===== src/design/touch_event_packet_bridge_defines.svh =====
// Assertion macros for the touch event packet bridge.
// Each use names its label, the property and the message.
`ifndef TOUCH_EVENT_PACKET_BRIDGE_DEFINES_SVH
`define TOUCH_EVENT_PACKET_BRIDGE_DEFINES_SVH

`ifndef SYNTHESIS
`define TEPB_ASSERT(lbl, prop, msg) \
  lbl: assert property (@(posedge clk) disable iff (!rst_n) prop) else $error(msg);
`define TEPB_ASSERT_ALWAYS(lbl, prop, msg) \
  lbl: assert property (@(posedge clk) prop) else $error(msg);
`else
`define TEPB_ASSERT(lbl, prop, msg)
`define TEPB_ASSERT_ALWAYS(lbl, prop, msg)
`endif

`endif


===== src/design/tepb_pkg.sv =====
package tepb_pkg;

  localparam int QUEUE_DEPTH = 128;
  localparam int QAW         = $clog2(QUEUE_DEPTH);
  localparam int QFW         = $clog2(QUEUE_DEPTH + 1);
  localparam int PKT_BYTES   = 10;
  localparam int PCW         = $clog2(PKT_BYTES);

  // input item modes
  localparam logic [1:0] MODE_TOUCH = 2'd0;
  localparam logic [1:0] MODE_CMD   = 2'd1;
  localparam logic [1:0] MODE_READ  = 2'd2;

  // protocol bytes
  localparam logic [7:0] BYTE_SYNC  = 8'h55;  // 'U'
  localparam logic [7:0] BYTE_TOUCH = 8'h54;  // 'T'
  localparam logic [7:0] BYTE_ACK   = 8'h41;  // 'A'
  localparam logic [7:0] BYTE_ID    = 8'h49;  // 'I'
  localparam logic [7:0] BYTE_OWNER = 8'h4F;  // 'O'
  localparam logic [7:0] CSUM_SEED  = 8'hAA;

  // host commands
  localparam logic [7:0] CMD_ID     = 8'h69;  // 'i'
  localparam logic [7:0] CMD_OWNER  = 8'h6F;  // 'o'
  localparam logic [7:0] CMD_MODE   = 8'h6D;  // 'm'
  localparam logic [7:0] CMD_REPORT = 8'h72;  // 'r'

  localparam logic [7:0]  EV_PRESS   = 8'h01;
  localparam logic [7:0]  EV_MOVE    = 8'h02;
  localparam logic [7:0]  EV_RELEASE = 8'h04;
  localparam logic [15:0] PRESS_FULL = 16'hFFFF;

  typedef enum logic [1:0] {
    KIND_PRESS   = 2'd0,
    KIND_MOVE    = 2'd1,
    KIND_RELEASE = 2'd2
  } kind_t;

  typedef enum logic [1:0] {
    PEND_NONE     = 2'd0,
    PEND_REPLY    = 2'd1,
    PEND_ONLY_ACK = 2'd2
  } pend_t;

  typedef struct packed {
    logic [1:0]  mode;
    logic [15:0] pos_x;
    logic [15:0] pos_y;
    logic        pressed;
    logic [7:0]  command_byte;
  } in_word_t;

  typedef struct packed {
    logic [7:0] packet_byte;
    logic       last_byte;
    logic       nothing_ready;
    logic       data_ready;
  } out_word_t;

  typedef struct packed {
    logic [15:0] x;
    logic [15:0] y;
    kind_t       kind;
  } evq_entry_t;

  typedef struct packed {
    logic nonempty;
    logic multi;     // more than one entry
    logic full;
  } evq_stat_t;

  typedef logic [PKT_BYTES-1:0][7:0] pkt_t;

  typedef struct packed {
    logic load;
    logic nothing;
    logic ready;
    pkt_t pkt;
  } tx_load_t;

  function automatic logic [QAW-1:0] ptr_inc(input logic [QAW-1:0] p);
    ptr_inc = (p == QAW'(QUEUE_DEPTH - 1)) ? '0 : p + 1'b1;
  endfunction

  // sync, command, seven payload bytes, checksum
  function automatic pkt_t build_pkt(input logic [7:0] cmd, input logic [7:0] ev,
                                     input logic [15:0] x, input logic [15:0] y,
                                     input logic [15:0] pr);
    pkt_t p;
    p[0] = BYTE_SYNC;
    p[1] = cmd;
    p[2] = ev;
    p[3] = x[7:0];
    p[4] = x[15:8];
    p[5] = y[7:0];
    p[6] = y[15:8];
    p[7] = pr[7:0];
    p[8] = pr[15:8];
    p[9] = ((CSUM_SEED + p[0]) + (p[1] + p[2])) + ((p[3] + p[4]) + (p[5] + p[6]))
           + (p[7] + p[8]);
    build_pkt = p;
  endfunction

  function automatic logic [7:0] ev_bits(input kind_t k);
    case (k)
      KIND_PRESS:   ev_bits = EV_PRESS;
      KIND_MOVE:    ev_bits = EV_MOVE;
      default:      ev_bits = EV_RELEASE;
    endcase
  endfunction

endpackage


===== src/design/tepb_tx.sv =====
`include "touch_event_packet_bridge_defines.svh"

module tepb_tx import tepb_pkg::*; (
  input  logic      clk,
  input  logic      rst_n,
  input  tx_load_t  ld,
  output logic      tx_free,
  output logic      out_valid,
  input  logic      out_stall,
  output out_word_t out_word
);

  localparam logic [PCW-1:0] LAST_IDX = PCW'(PKT_BYTES - 1);

  logic           busy_r, busy_nxt;
  logic           nothing_r, nothing_nxt;
  logic           ready_r, ready_nxt;
  logic [PCW-1:0] cnt_r, cnt_nxt;
  pkt_t           pkt_r, pkt_nxt;
  logic           take;
  logic           done_word;

  assign take      = busy_r && !out_stall;
  assign done_word = take && (nothing_r || (cnt_r == LAST_IDX));
  assign tx_free   = !busy_r || done_word;

  assign out_valid              = busy_r;
  assign out_word.packet_byte   = pkt_r[0];
  assign out_word.last_byte     = !nothing_r && (cnt_r == LAST_IDX);
  assign out_word.nothing_ready = nothing_r;
  assign out_word.data_ready    = ready_r;

  always_comb begin
    busy_nxt    = busy_r;
    nothing_nxt = nothing_r;
    ready_nxt   = ready_r;
    cnt_nxt     = cnt_r;
    pkt_nxt     = pkt_r;
    if (ld.load) begin
      busy_nxt    = 1'b1;
      nothing_nxt = ld.nothing;
      ready_nxt   = ld.ready;
      cnt_nxt     = '0;
      pkt_nxt     = ld.pkt;
    end else if (done_word) begin
      busy_nxt = 1'b0;
    end else if (take) begin
      cnt_nxt = cnt_r + 1'b1;
      pkt_nxt = {8'h00, pkt_r[PKT_BYTES-1:1]};
    end
  end

  always_ff @(posedge clk) begin
    if (!rst_n) begin
      busy_r <= 1'b0;
    end else begin
      busy_r <= busy_nxt;
    end
    nothing_r <= nothing_nxt;
    ready_r   <= ready_nxt;
    cnt_r     <= cnt_nxt;
    pkt_r     <= pkt_nxt;
  end

  `TEPB_ASSERT(a_load_when_free, ld.load |-> tx_free, "packet loaded over a busy serializer")
  `TEPB_ASSERT(a_cnt_range, busy_r |-> (cnt_r <= LAST_IDX), "byte index past packet end")
  `TEPB_ASSERT(a_drop_after_last, (done_word && !ld.load) |=> !busy_r, "valid held after last word")

endmodule


===== config.mk =====
export PLATFORM = sky130hd
export DESIGN_NAME = tepb_tx
export DESIGN_NICKNAME = d
export VERILOG_FILES = /design/src/design/tepb_pkg.sv /design/src/design/tepb_tx.sv
export VERILOG_INCLUDE_DIRS = /design/src /design/src/design
export SDC_FILE = /design/constraint.sdc
export NUM_CORES = 1
export LEC_CHECK = 0
export BUFFER_PORTS_ARGS = -buffer_cell sky130_fd_sc_hd__buf_2
export CORE_ASPECT_RATIO = 0.9
export CORE_UTILIZATION = 25
export DETAILED_ROUTE_END_ITERATION = 8
export PLACE_DENSITY_LB_ADDON = 0.1
export SYNTH_ARGS = -nofsm -noshare
export SYNTH_HDL_FRONTEND = slang
export SYNTH_SLANG_ARGS = --single-unit

===== constraint.sdc =====
create_clock -name clk -period 15.6 [get_ports clk]
set_input_delay 1.56 -clock clk [delete_from_list [all_inputs] [get_ports clk]]
set_output_delay 1.56 -clock clk [all_outputs]
set_load 0.1 [all_outputs]

# Word level (Yosys, flattened, before mapping)
# Cells that the tools add are included.
# word_totals
in_bits	86
output_inout_bits	13
register_bits	87
wordCells	35
# classes
eq_ne	2
add_sub_neg	1
muxes	5
bitwise	1
reduce_logical	12
# op_table
op	count
80-bit 2-to-1 mux	3
4-bit by 1-bit adder with 4-bit output, second input constant	1
4-bit == test, second input constant	1
2-bit AND reduction	2
2-bit nonzero test	2
1-bit logical AND	3
1-bit logical NOT	3
1-bit logical OR	2
1-bit 2-to-1 mux	2
2-bit inequality test, second input constant	1
1-bit inverter	1

# Longest topological paths before layout
# Gate-level depths: netlist of run 1.
# depth
ltp_word	5
depth_mapped	6
depth_no_buf	5

# Least setup slack after synthesis of run 1
# Ideal clock, no wire load.
# synth_timing
kind	input port to flip-flop
startpoint	in out_stall
endpoint	reg pkt_r, in the netlist out_word[10] (enable)
t_required_ns	14.971
slack_ns	7.278
arrival_ns	7.693
cell_stages	3
path_buffers	1
setup_time_ns	0.629
path_cell_list	or3b_1 buf_2 o21ai_0
# synth_between
elab_chain_len	5
word_cells_on_any_way	6
cone_classes	eq/ne: 1; reduce/logical: 5
# synth_rtl
item	line_no	rtl
from (decl)	tepb_tx.sv:9	input logic out_stall,
1-bit logical NOT *	tepb_tx.sv:23	assign take = busy_r && !out_stall;
1-bit logical AND *	tepb_tx.sv:23	
1-bit logical AND	tepb_tx.sv:24	assign done_word = take && (nothing_r || (cnt_r == LAST_IDX));
2-bit inequality test (no source line)	n/a	
2-bit AND reduction (no source line) *	n/a	
to (signal assigned)	tepb_tx.sv:62	pkt_r <= pkt_nxt;
to (decl)	tepb_tx.sv:19	pkt_t pkt_r, pkt_nxt;
# Mark *: on every way between the ends. The rest lies on a longest branch, timed or not.
# A chain may end at the register's enable or synchronous reset.

# Worst setup path after layout of run 1
# layout_timing
startpoint	in out_stall
endpoint	out tx_free
# layout_between
elab_chain_len	4
# layout_rtl
item	line_no	rtl
1-bit logical NOT	tepb_tx.sv:23	
1-bit logical AND	tepb_tx.sv:23	
1-bit logical AND	tepb_tx.sv:24	
1-bit logical OR	tepb_tx.sv:25	assign tx_free = !busy_r || done_word;
to (decl)	tepb_tx.sv:7	output logic tx_free,
# No other way between the ends.

==> results.yml, run 1 <==
run_status:
  status: "completed"
logic_synthesis:
  syn_inst: 214
  synthTopCellsByArea: "edfxtp_1, mux2_2, dfxtp_1"
  synth_cell_types: 24
  netlist.area_leader.share_pct: 66.3
  async_flop_share_pct: 0
  synth_edf_count: 82
  avgSynthCellArea_sq_um: 17.3
  syn-cell-area_sq_um: 3710
  yosys_warnings: 0
  synth_fp_nets: 302
  synth_top_area_cell: "edfxtp_1"
  ys.flop_type: "edfxtp_1"
  seq_area_frac_synth_pct: 69.0
  ys_ff_latch: 87
global_route:
  grt_max_degree: 51
  grt_pass1_wl_mm: 10.4
  top_usage_layer: "met2"
  use_met1_pct: 10.9
  grtUsageMet2_pct: 13.6
  antenna_found_initial: 1
  grt_pass1_vias: 2081
  grt.total_usage_pct: 9.30
  globalRouteOverflowTotal: 0
  grtUsageMet3_pct: 5.59
setup_path:
  path_cells: "buf_2 > o21ai_0 > buf_2"
  cp_common_cell: "buf_2"
  reg2regPathDepth: 3
  critPathTopFamily: "buffers and inverters"
  rrSetupSlack_ns: 12.72
  critPathMaxFanout: 3
  worstReg2RegEnd: "pkt_r[22]$_DFFE_PP_"
  cp_slowest_stage_delay_ns: 0.45
  cp.required_ns: 14.04
  critPathBufInv: 2
  cp_num_cells: 3
  worst_ep_arrival_time_ns: 2.26
  crit_type: "in2out"
  reg2reg_from: "nothing_r$_DFFE_PP_"
  slowest_stage: "buf_2"
  worstSetupStartpointType: "input pin"
  endpoint_kind: "output port"
pwr:
  power.switching_mw: 0.127
  p_sw_share_pct: 23.6
  p_clk_share_pct: 35.8
  combPwrFrac_pct: 11.6
  internal_power_mw: 0.411
  pwr-share-seq_pct: 52.6
  vdd_drop_max_v: 0.0000623
  p_per_area_nw_per_um2: 117
  leakagePower_nw: 1.74
timing:
  tightest_slew_ns: 1.02
  timing.fmax_ghz: 0.262
  hold_viol: 0
  fin_crit_ns: 3.82
  slew_violations: 0
  fin_skew_ns: 0.00405
  finalSetupViolations: 0
  min_period_over_period_pct: 24.5
  tns_ns: 0
  grt_setup_unrepaired: "false"
  slew_headroom_pct: 31.9
drt:
  vias: 2012
  drt_iter0_markers: 104
  wl_mm: 6.61
  first_pass_iters: 4
  drc_errors: 0
  wire_per_inst_um: 13.2
  via_per_inst: 4.02
  ant_nets: 0
cts:
  clock-sinks: 87
  path_clk_slew_ns: 0.06
  clockRootBuffer: "clkbuf_16"
  ctsHtreeMaxLevel: 3
  post_cts_buffers: 0
  clock_path_buffers: 2
  cts_tree: "done"
  post_cts_resized: 0
  holdBufCountCts: 0
  clkLatencyLatePin_ns: 0.34
  cts_made_buffers: 9
place:
  io_buffers: 98
  hpwl_mm: 3.95
  postPlaceCellArea_sq_um: 4350
  gp_congestion: 0.622
layout:
  num_antenna_cells: 0
  nets: 391
  fin_area_sq_um: 4610
  area_growth_pct: 24.1
  fillCellCount: 1454
  drive_above_1_share_pct: 59.7
worst_hold_path:
  hold_end: "cnt_r[3]$_SDFFE_PP0P_"
  hold_path.class: "reg2reg"
  hold_path_depth: 1
  hold_start: "cnt_r[3]$_SDFFE_PP0P_"
floorplan:
  die_w_um: 130
  core_sq_um: 14300
  dieArea_sq_um: 15300
  die_h_um: 118
  num_io_pins: 99
  start_util_pct: 26.0
  rows: 41
flow_run:
  maxCapViolCount: 0
-- worst max path at each step --
stage | from | endpoint | slack, ns
CTS | out_stall | pkt_r[26]$_DFFE_PP_ | 11.74
global route | out_stall | pkt_r[32]$_DFFE_PP_ | 11.62
finish | out_stall | tx_free | 11.78
floorplan | out_stall | out_word[10]$_DFFE_PP_ | 7.28
global placement | out_stall | pkt_r[74]$_SDFFCE_PN0P_ | 11.40
detailed placement | out_stall | pkt_r[10]$_DFFE_PP_ | 11.37
-- flip-flops by register name, summed over array words and instances (netlist names) --
name and flops:
cnt_r 4, ready_r 1, out_valid 1, nothing_r 1, pkt_r 72, out_word 8
-- synthesized netlist by cell type, types with 3 or more instances --
cell type	instances
buf_1	5
buf_2	4
buf_4	10
and2_1	8
edfxtp_1	82
o21ai_0	5
dfxtp_1	5
mux2_2	70
clkbuf_1	3
a21oi_1	3
inv_1	3
-- logic make-up (layout without fill, tap and decap cells) --
kind of cell | count (synthesis) | after routing | synth area share (%)
buf+inv | 25 | 119 | 3.67
compound gates | 12 | 12 | 2.02
fa+ha+maj | 2 | 2 | 0.674
mux | 72 | 72 | 21.8
flops | 87 | 87 | 69.0
simple gates | 16 | 16 | 2.76
-- through the flow --
step	power (mW)	setup slack [ns]	instances	util, %	hold slack (ns)
floorplan	0.338	7.28	214	-	0.435
global placement	0.351	11.40	485	30.5	0.462
detailed placement	0.351	11.37	485	30.5	0.464
CTS	0.551	11.74	501	32.3	0.477
global route	0.564	11.62	501	32.3	0.514
finish	0.538	11.78	501	32.3	0.474
-- power by group through the flow --
stage | sequential (mW) | clock, mW | combinational (mW)
3_5_place_dp | 0.288 | 0 | 0.0633
6_report | 0.283 | 0.193 | 0.0624
5_1_grt | 0.285 | 0.212 | 0.0676
4_1_cts | 0.283 | 0.204 | 0.0638
2_1_floorplan | 0.291 | 0 | 0.0468
3_3_place_gp | 0.288 | 0 | 0.0630
-- layout by cell type, fill, tap and decap left out --
master      count
buf_2          97
edfxtp_1       82
mux2_2         70
clkbuf_16       9
and2_1          8
dfxtp_1         5
o21ai_0         4
inv_1           3
a21oi_1         3
buf_4           3
mux2_1          2
or3_1           2
ha_1            2
clkbuf_1        2
clkinv_1        2
clkinv_2        2
and3b_1         1
nor2_1          1
nor2b_1         1
or3b_1          1
o21ai_4         1
or4_1           1
o21a_1          1
o31a_2          1
nand3_1         1
o311ai_1        1
o41ai_1         1
clkinvlp_4      1
-- worst reg2reg max path, stage by stage, from the launching register on --
cell and delay [ns]:
edfxtp_1 0.43, or3b_1 0.53, o21ai_4 0.84, buf_4 0.70
-- final cells by class --
type                            count  area (sq um)  share of cell area, %
Clock buffer                       11           233                   5.05
Inverter                            3          11.3                  0.244
Timing Repair Buffer              100           508                   11.0
Tap cell                          193           241                   5.24
Sequential cell                    87          2560                   55.6
Multi-Input combinational cell    102          1020                   22.2
Clock inverter                      5          25.0                  0.543
-- routing by layer --
| metal | vias up | wire length, um | part of all wire, % |
|---|---|---|---|
| li1 | 986 | - | - |
| met1 | 937 | 3050 | 46 |
| met2 | 76 | 2820 | 43 |
| met3 | 11 | 628 | 9.5 |
| met4 | 2 | 99 | 1.5 |
| met5 | - | 13 | 0.20 |
No activity file was read; power rests on OpenSTA's default activity.
==> run 2: changes to the inputs <==
==> constraint.sdc (replaced) <==
create_clock -name clk -period 3.2 [get_ports clk]
set_input_delay 0.32 -clock clk [delete_from_list [all_inputs] [get_ports clk]]
set_output_delay 0.32 -clock clk [all_outputs]
set_load 0.1 [all_outputs]
==> results.yml, run 2 (synthesis gave the netlist of run 1 again) <==
setup_path:
  crit_type: "reg2out"
  reg2regPathDepth: 3
  reg2reg_from: "nothing_r$_DFFE_PP_"
  rrSetupSlack_ns: 1.12
  endpoint_kind: "output port"
  slowest_stage: "buf_2"
  worst_ep_arrival_time_ns: 1.90
  critPathBufInv: 1
  path_cells: "ha_1 > and3b_1 > nor2_1 > o21ai_1 > buf_2"
  critPathTopFamily: "simple AND/OR/NAND/NOR gates"
  cp_slowest_stage_delay_ns: 0.43
  critPathMaxFanout: 9
  worstSetupStartpointType: "flip-flop"
  cp.required_ns: 2.88
  worstReg2RegEnd: "out_word[9]$_DFFE_PP_"
layout:
  nets: 392
  num_antenna_cells: 0
  area_growth_pct: 25.2
  final_cell_mix: "buf_2, edfxtp_1, mux2_2, clkbuf_16, and2_1"
  regMostFlops: "pkt_r"
  finalNonFillerCells: 502
  fillCellCount: 1468
  final_common_cell: "buf_2"
  drive_above_1_share_pct: 60.2
  utilization_pct: 32.6
  largest_register_ffs: 72
floorplan:
  core_sq_um: 14300
  die_w_um: 130
  die_h_um: 118
  dieArea_sq_um: 15300
  num_io_pins: 99
  start_util_pct: 26.0
  rows: 41
timing:
  tightest_slew_ns: 0.674
  slew_headroom_pct: 55.1
  tns_ns: 0
  fin_ws_ns: 0.983
  finalSetupViolations: 0
  fin_crit_ns: 2.22
  hold_viol: 0
  min_period_over_period_pct: 69.3
  slew_violations: 0
  timing.fmax_ghz: 0.451
  grt_setup_unrepaired: "false"
  fin_skew_ns: 0.00546
place:
  gp_congestion: 0.640
  io_buffers: 98
  place_ws_ns: 1.05
  hpwl_mm: 4.11
  dp.cells: 486
drt:
  drc_errors: 0
  drt_iter0_markers: 140
  wire_per_inst_um: 13.4
  ant_nets: 0
  via_per_inst: 3.94
  vias: 1977
  wl_mm: 6.72
  first_pass_iters: 2
cts:
  clock_path_buffers: 2
  ctsHtreeMaxLevel: 3
  clkLatencyLatePin_ns: 0.34
  clockRootBuffer: "clkbuf_16"
  post_cts_buffers: 0
  cts_made_buffers: 9
  path_clk_slew_ns: 0.06
  cts_tree: "done"
  post_cts_resized: 0
  clock-sinks: 87
  holdBufCountCts: 0
pwr:
  leakagePower_nw: 1.76
  p_per_area_nw_per_um2: 581
  power_mw: 2.70
  vdd_drop_max_v: 0.000221
global_route:
  grt_pass1_vias: 2021
  grt_pass1_wl_mm: 10.6
  grt.total_usage_pct: 9.42
  grt_max_degree: 89
  globalRouteOverflowTotal: 0
  antenna_found_initial: 1
flow_run:
  maxCapViolCount: 0
worst_hold_path:
  hold_end: "ready_r$_DFFE_PP_"
  hold_path.class: "in2reg"
  hold_path_depth: 1
  hold_start: "ld[80]"
run_status:
  status: "completed"
==> run 2: cell count changes in the layout (fill, tap and decap cells not counted), sizes merged <==
cell      change
bufinv        +1
clkinv        +1
clkbuf        -1
clkinvlp      -1
buf           +1
==> run 2: worst reg2reg max path, stage by stage, from the launching register on <==
cell and delay [ns]:
edfxtp_1 0.42, or3b_1 0.51, o21ai_4 0.19, buf_4 0.55
==> run 2: power by group <==
part / internal, mW / switching, mW
Clock: 0.595 / 0.417
Combinational: 0.127 / 0.183
Sequential: 1.36 / 0.0188
Total: 2.08 / 0.618
==> run 2: per-stage QoR <==
stage          area [sq um]  hold WS, ns
2_1_floorplan          3720        0.419
3_3_place_gp           4370        0.459
3_5_place_dp           4370        0.463
4_1_cts                4650        0.147
5_1_grt                4650        0.139
6_report               4650        0.163
==> run 2: routing by layer <==
metal  track usage, %  wire, um  vias to the layer above
met5                0         0                        -
met4             4.09       116                        0
met3             4.73       613                        9
met1             11.8      3130                      911
met2             13.5      2860                       72
li1                 -         -                      985
==> run 2: area by class of cell <==
type,count,area [sq um],share of cell area (%)
Clock buffer,10,229,4.92
Clock inverter,6,51.3,1.10
Inverter,3,11.3,0.242
Multi-Input combinational cell,102,1020,22.0
Sequential cell,87,2560,55.1
Tap cell,193,241,5.19
Timing Repair Buffer,101,528,11.4
==> run 2: worst max path at each step <==
stage | start | end | slack, ns | cells past startpoint
2_1_floorplan | out_valid$_SDFFE_PN0P_ | out_word[10]$_DFFE_PP_ | 0.23 | 3
3_3_place_gp | out_stall | pkt_r[77]$_SDFFCE_PN0P_ | 1.07 | 4
3_5_place_dp | out_stall | pkt_r[67]$_DFFE_PP_ | 1.05 | 4
4_1_cts | cnt_r[0]$_SDFFE_PP0P_ | tx_free | 0.98 | 5
5_1_grt | cnt_r[0]$_SDFFE_PP0P_ | tx_free | 0.85 | 5
6_report | cnt_r[0]$_SDFFE_PP0P_ | tx_free | 0.98 | 5
==> run 3: changes to the inputs <==
==> constraint.sdc (replaced) <==
create_clock -name clk -period 1.9 [get_ports clk]
set_input_delay 0.19 -clock clk [delete_from_list [all_inputs] [get_ports clk]]
set_output_delay 0.19 -clock clk [all_outputs]
set_load 0.1 [all_outputs]
==> results.yml, run 3 (synthesis gave the netlist of run 1 again) <==
run_status:
  status: "completed"
floorplan:
  rows: 41
  core_sq_um: 14300
  die_h_um: 118
  start_util_pct: 26.0
  num_io_pins: 99
  dieArea_sq_um: 15300
  die_w_um: 130
timing:
  fin_crit_ns: 1.79
  hold_viol: 0
  tightest_slew_ns: 0.488
  slew_violations: 0
  timing.fmax_ghz: 0.558
  fin_ws_ns: 0.107
  slew_headroom_pct: 67.7
  grt_setup_unrepaired: "false"
  tns_ns: 0
  fin_skew_ns: 0.00645
  min_period_over_period_pct: 94.3
  finalSetupViolations: 0
setup_path:
  worstSetupStartpointType: "flip-flop"
  endpoint_kind: "output port"
  cp_slowest_stage_delay_ns: 0.39
  worst_ep_arrival_time_ns: 1.60
  slowest_stage: "dfxtp_1"
  crit_type: "reg2out"
  critPathMaxFanout: 9
  cp.required_ns: 1.71
  path_cells: "ha_1 > and3b_2 > nor2_2 > o21ai_2 > buf_12"
place:
  io_buffers: 98
  postPlaceCellArea_sq_um: 4490
  gp_congestion: 0.647
  hpwl_mm: 4.55
  place_ws_ns: 0.129
cts:
  clock_path_buffers: 2
  cts_tree: "done"
  cts_made_buffers: 9
  path_clk_slew_ns: 0.06
  clockRootBuffer: "clkbuf_16"
  ctsHtreeMaxLevel: 3
  clock-sinks: 87
  clkLatencyLatePin_ns: 0.34
global_route:
  globalRouteOverflowTotal: 0
  antenna_found_initial: 2
  grt_max_degree: 40
  grt_pass1_wl_mm: 10.7
  grt_pass1_vias: 2094
  grt.total_usage_pct: 9.55
pwr:
  leakagePower_nw: 1.81
  power_mw: 4.54
  vdd_drop_max_v: 0.000402
  p_per_area_nw_per_um2: 950
layout:
  nets: 398
  drive_above_1_share_pct: 62.2
  regMostFlops: "pkt_r"
  area_growth_pct: 28.7
  num_antenna_cells: 0
  final_common_cell: "buf_2"
  utilization_pct: 33.5
  final_cell_mix: "buf_2, edfxtp_1, mux2_2, clkbuf_16, and2_1"
  largest_register_ffs: 72
  fin_area_sq_um: 4780
drt:
  wire_per_inst_um: 13.5
  ant_nets: 0
  drc_errors: 0
  via_per_inst: 3.98
  drt_iter0_markers: 116
  vias: 2011
  wl_mm: 6.80
  first_pass_iters: 4
worst_hold_path:
  hold_path.class: "in2reg"
flow_run:
  maxCapViolCount: 0
[run 3: cell types whose count changed in the layout (fill, tap and decap cells not counted), sizes merged]
cell and delta:
clkinv -4, clkbuf +1, dlygate4sd3 +1, buf +5
[run 3: final timing paths]
kind,start,end,slack (ns),cells past startpoint
max,cnt_r[0]$_SDFFE_PP0P_,tx_free,0.11,5
min reg2reg,cnt_r[3]$_SDFFE_PP0P_,cnt_r[3]$_SDFFE_PP0P_,0.48,1
min,ld[81],nothing_r$_DFFE_PP_,0.03,1
max reg2reg,nothing_r$_DFFE_PP_,pkt_r[61]$_DFFE_PP_,0.13,3
[run 3: area by class of cell]
type	count	area (sq um)
sequential	87	2570
fill	1425	9480
timing repair buffer	107	656
multi-input combinational	102	1030
inverter	3	11.3
tap	193	241
clock inverter	2	35.0
clock buffer	11	233
[run 3: per-stage QoR]
| step | std cells | hold slack, ns |
|---|---|---|
| floorplan | 214 | 0.289 |
| global placement | 491 | 0.369 |
| detailed placement | 491 | 0.369 |
| CTS | 505 | 0.0131 |
| global route | 505 | 0.0111 |
| finish | 505 | 0.0336 |
[run 3: per-layer routing]
layer  track usage, %  share of wire (%)  vias up  wire, um
li1                 -                  -      993         -
met1             11.5                 45      929      3090
met2             13.6                 43       71      2950
met3             5.50                9.1       14       615
met4             4.31                1.8        4       124
met5                0               0.32        -        22
[run 3: critical path, delay by kind of cell (launching register included)]
family / cells / cell delay, ns
flip-flops: 1 / 0.39
AND/OR/NAND/NOR: 2 / 0.35
buffers and inverters: 1 / 0.19
adder cells (fa/ha/maj): 1 / 0.17
AO/OA/AOI/OAI: 1 / 0.16
[run 3: repair_timing]
item                                    CTS  global route
endpoints found under the setup margin    2             2
resized for setup                         1             3
buffers inserted                          0             0
pin swaps                                 0             0
hold buffers                              1             0
hold endpoints to repair                  1             0
[run 3: where the power goes]
group          leakage, nW  total (mW)  switching, mW  internal, mW
sequential           0.853        2.32         0.0350          2.29
clock                0.131        1.66          0.668         0.995
combinational        0.825       0.554          0.311         0.243
total                 1.81        4.54           1.01          3.53
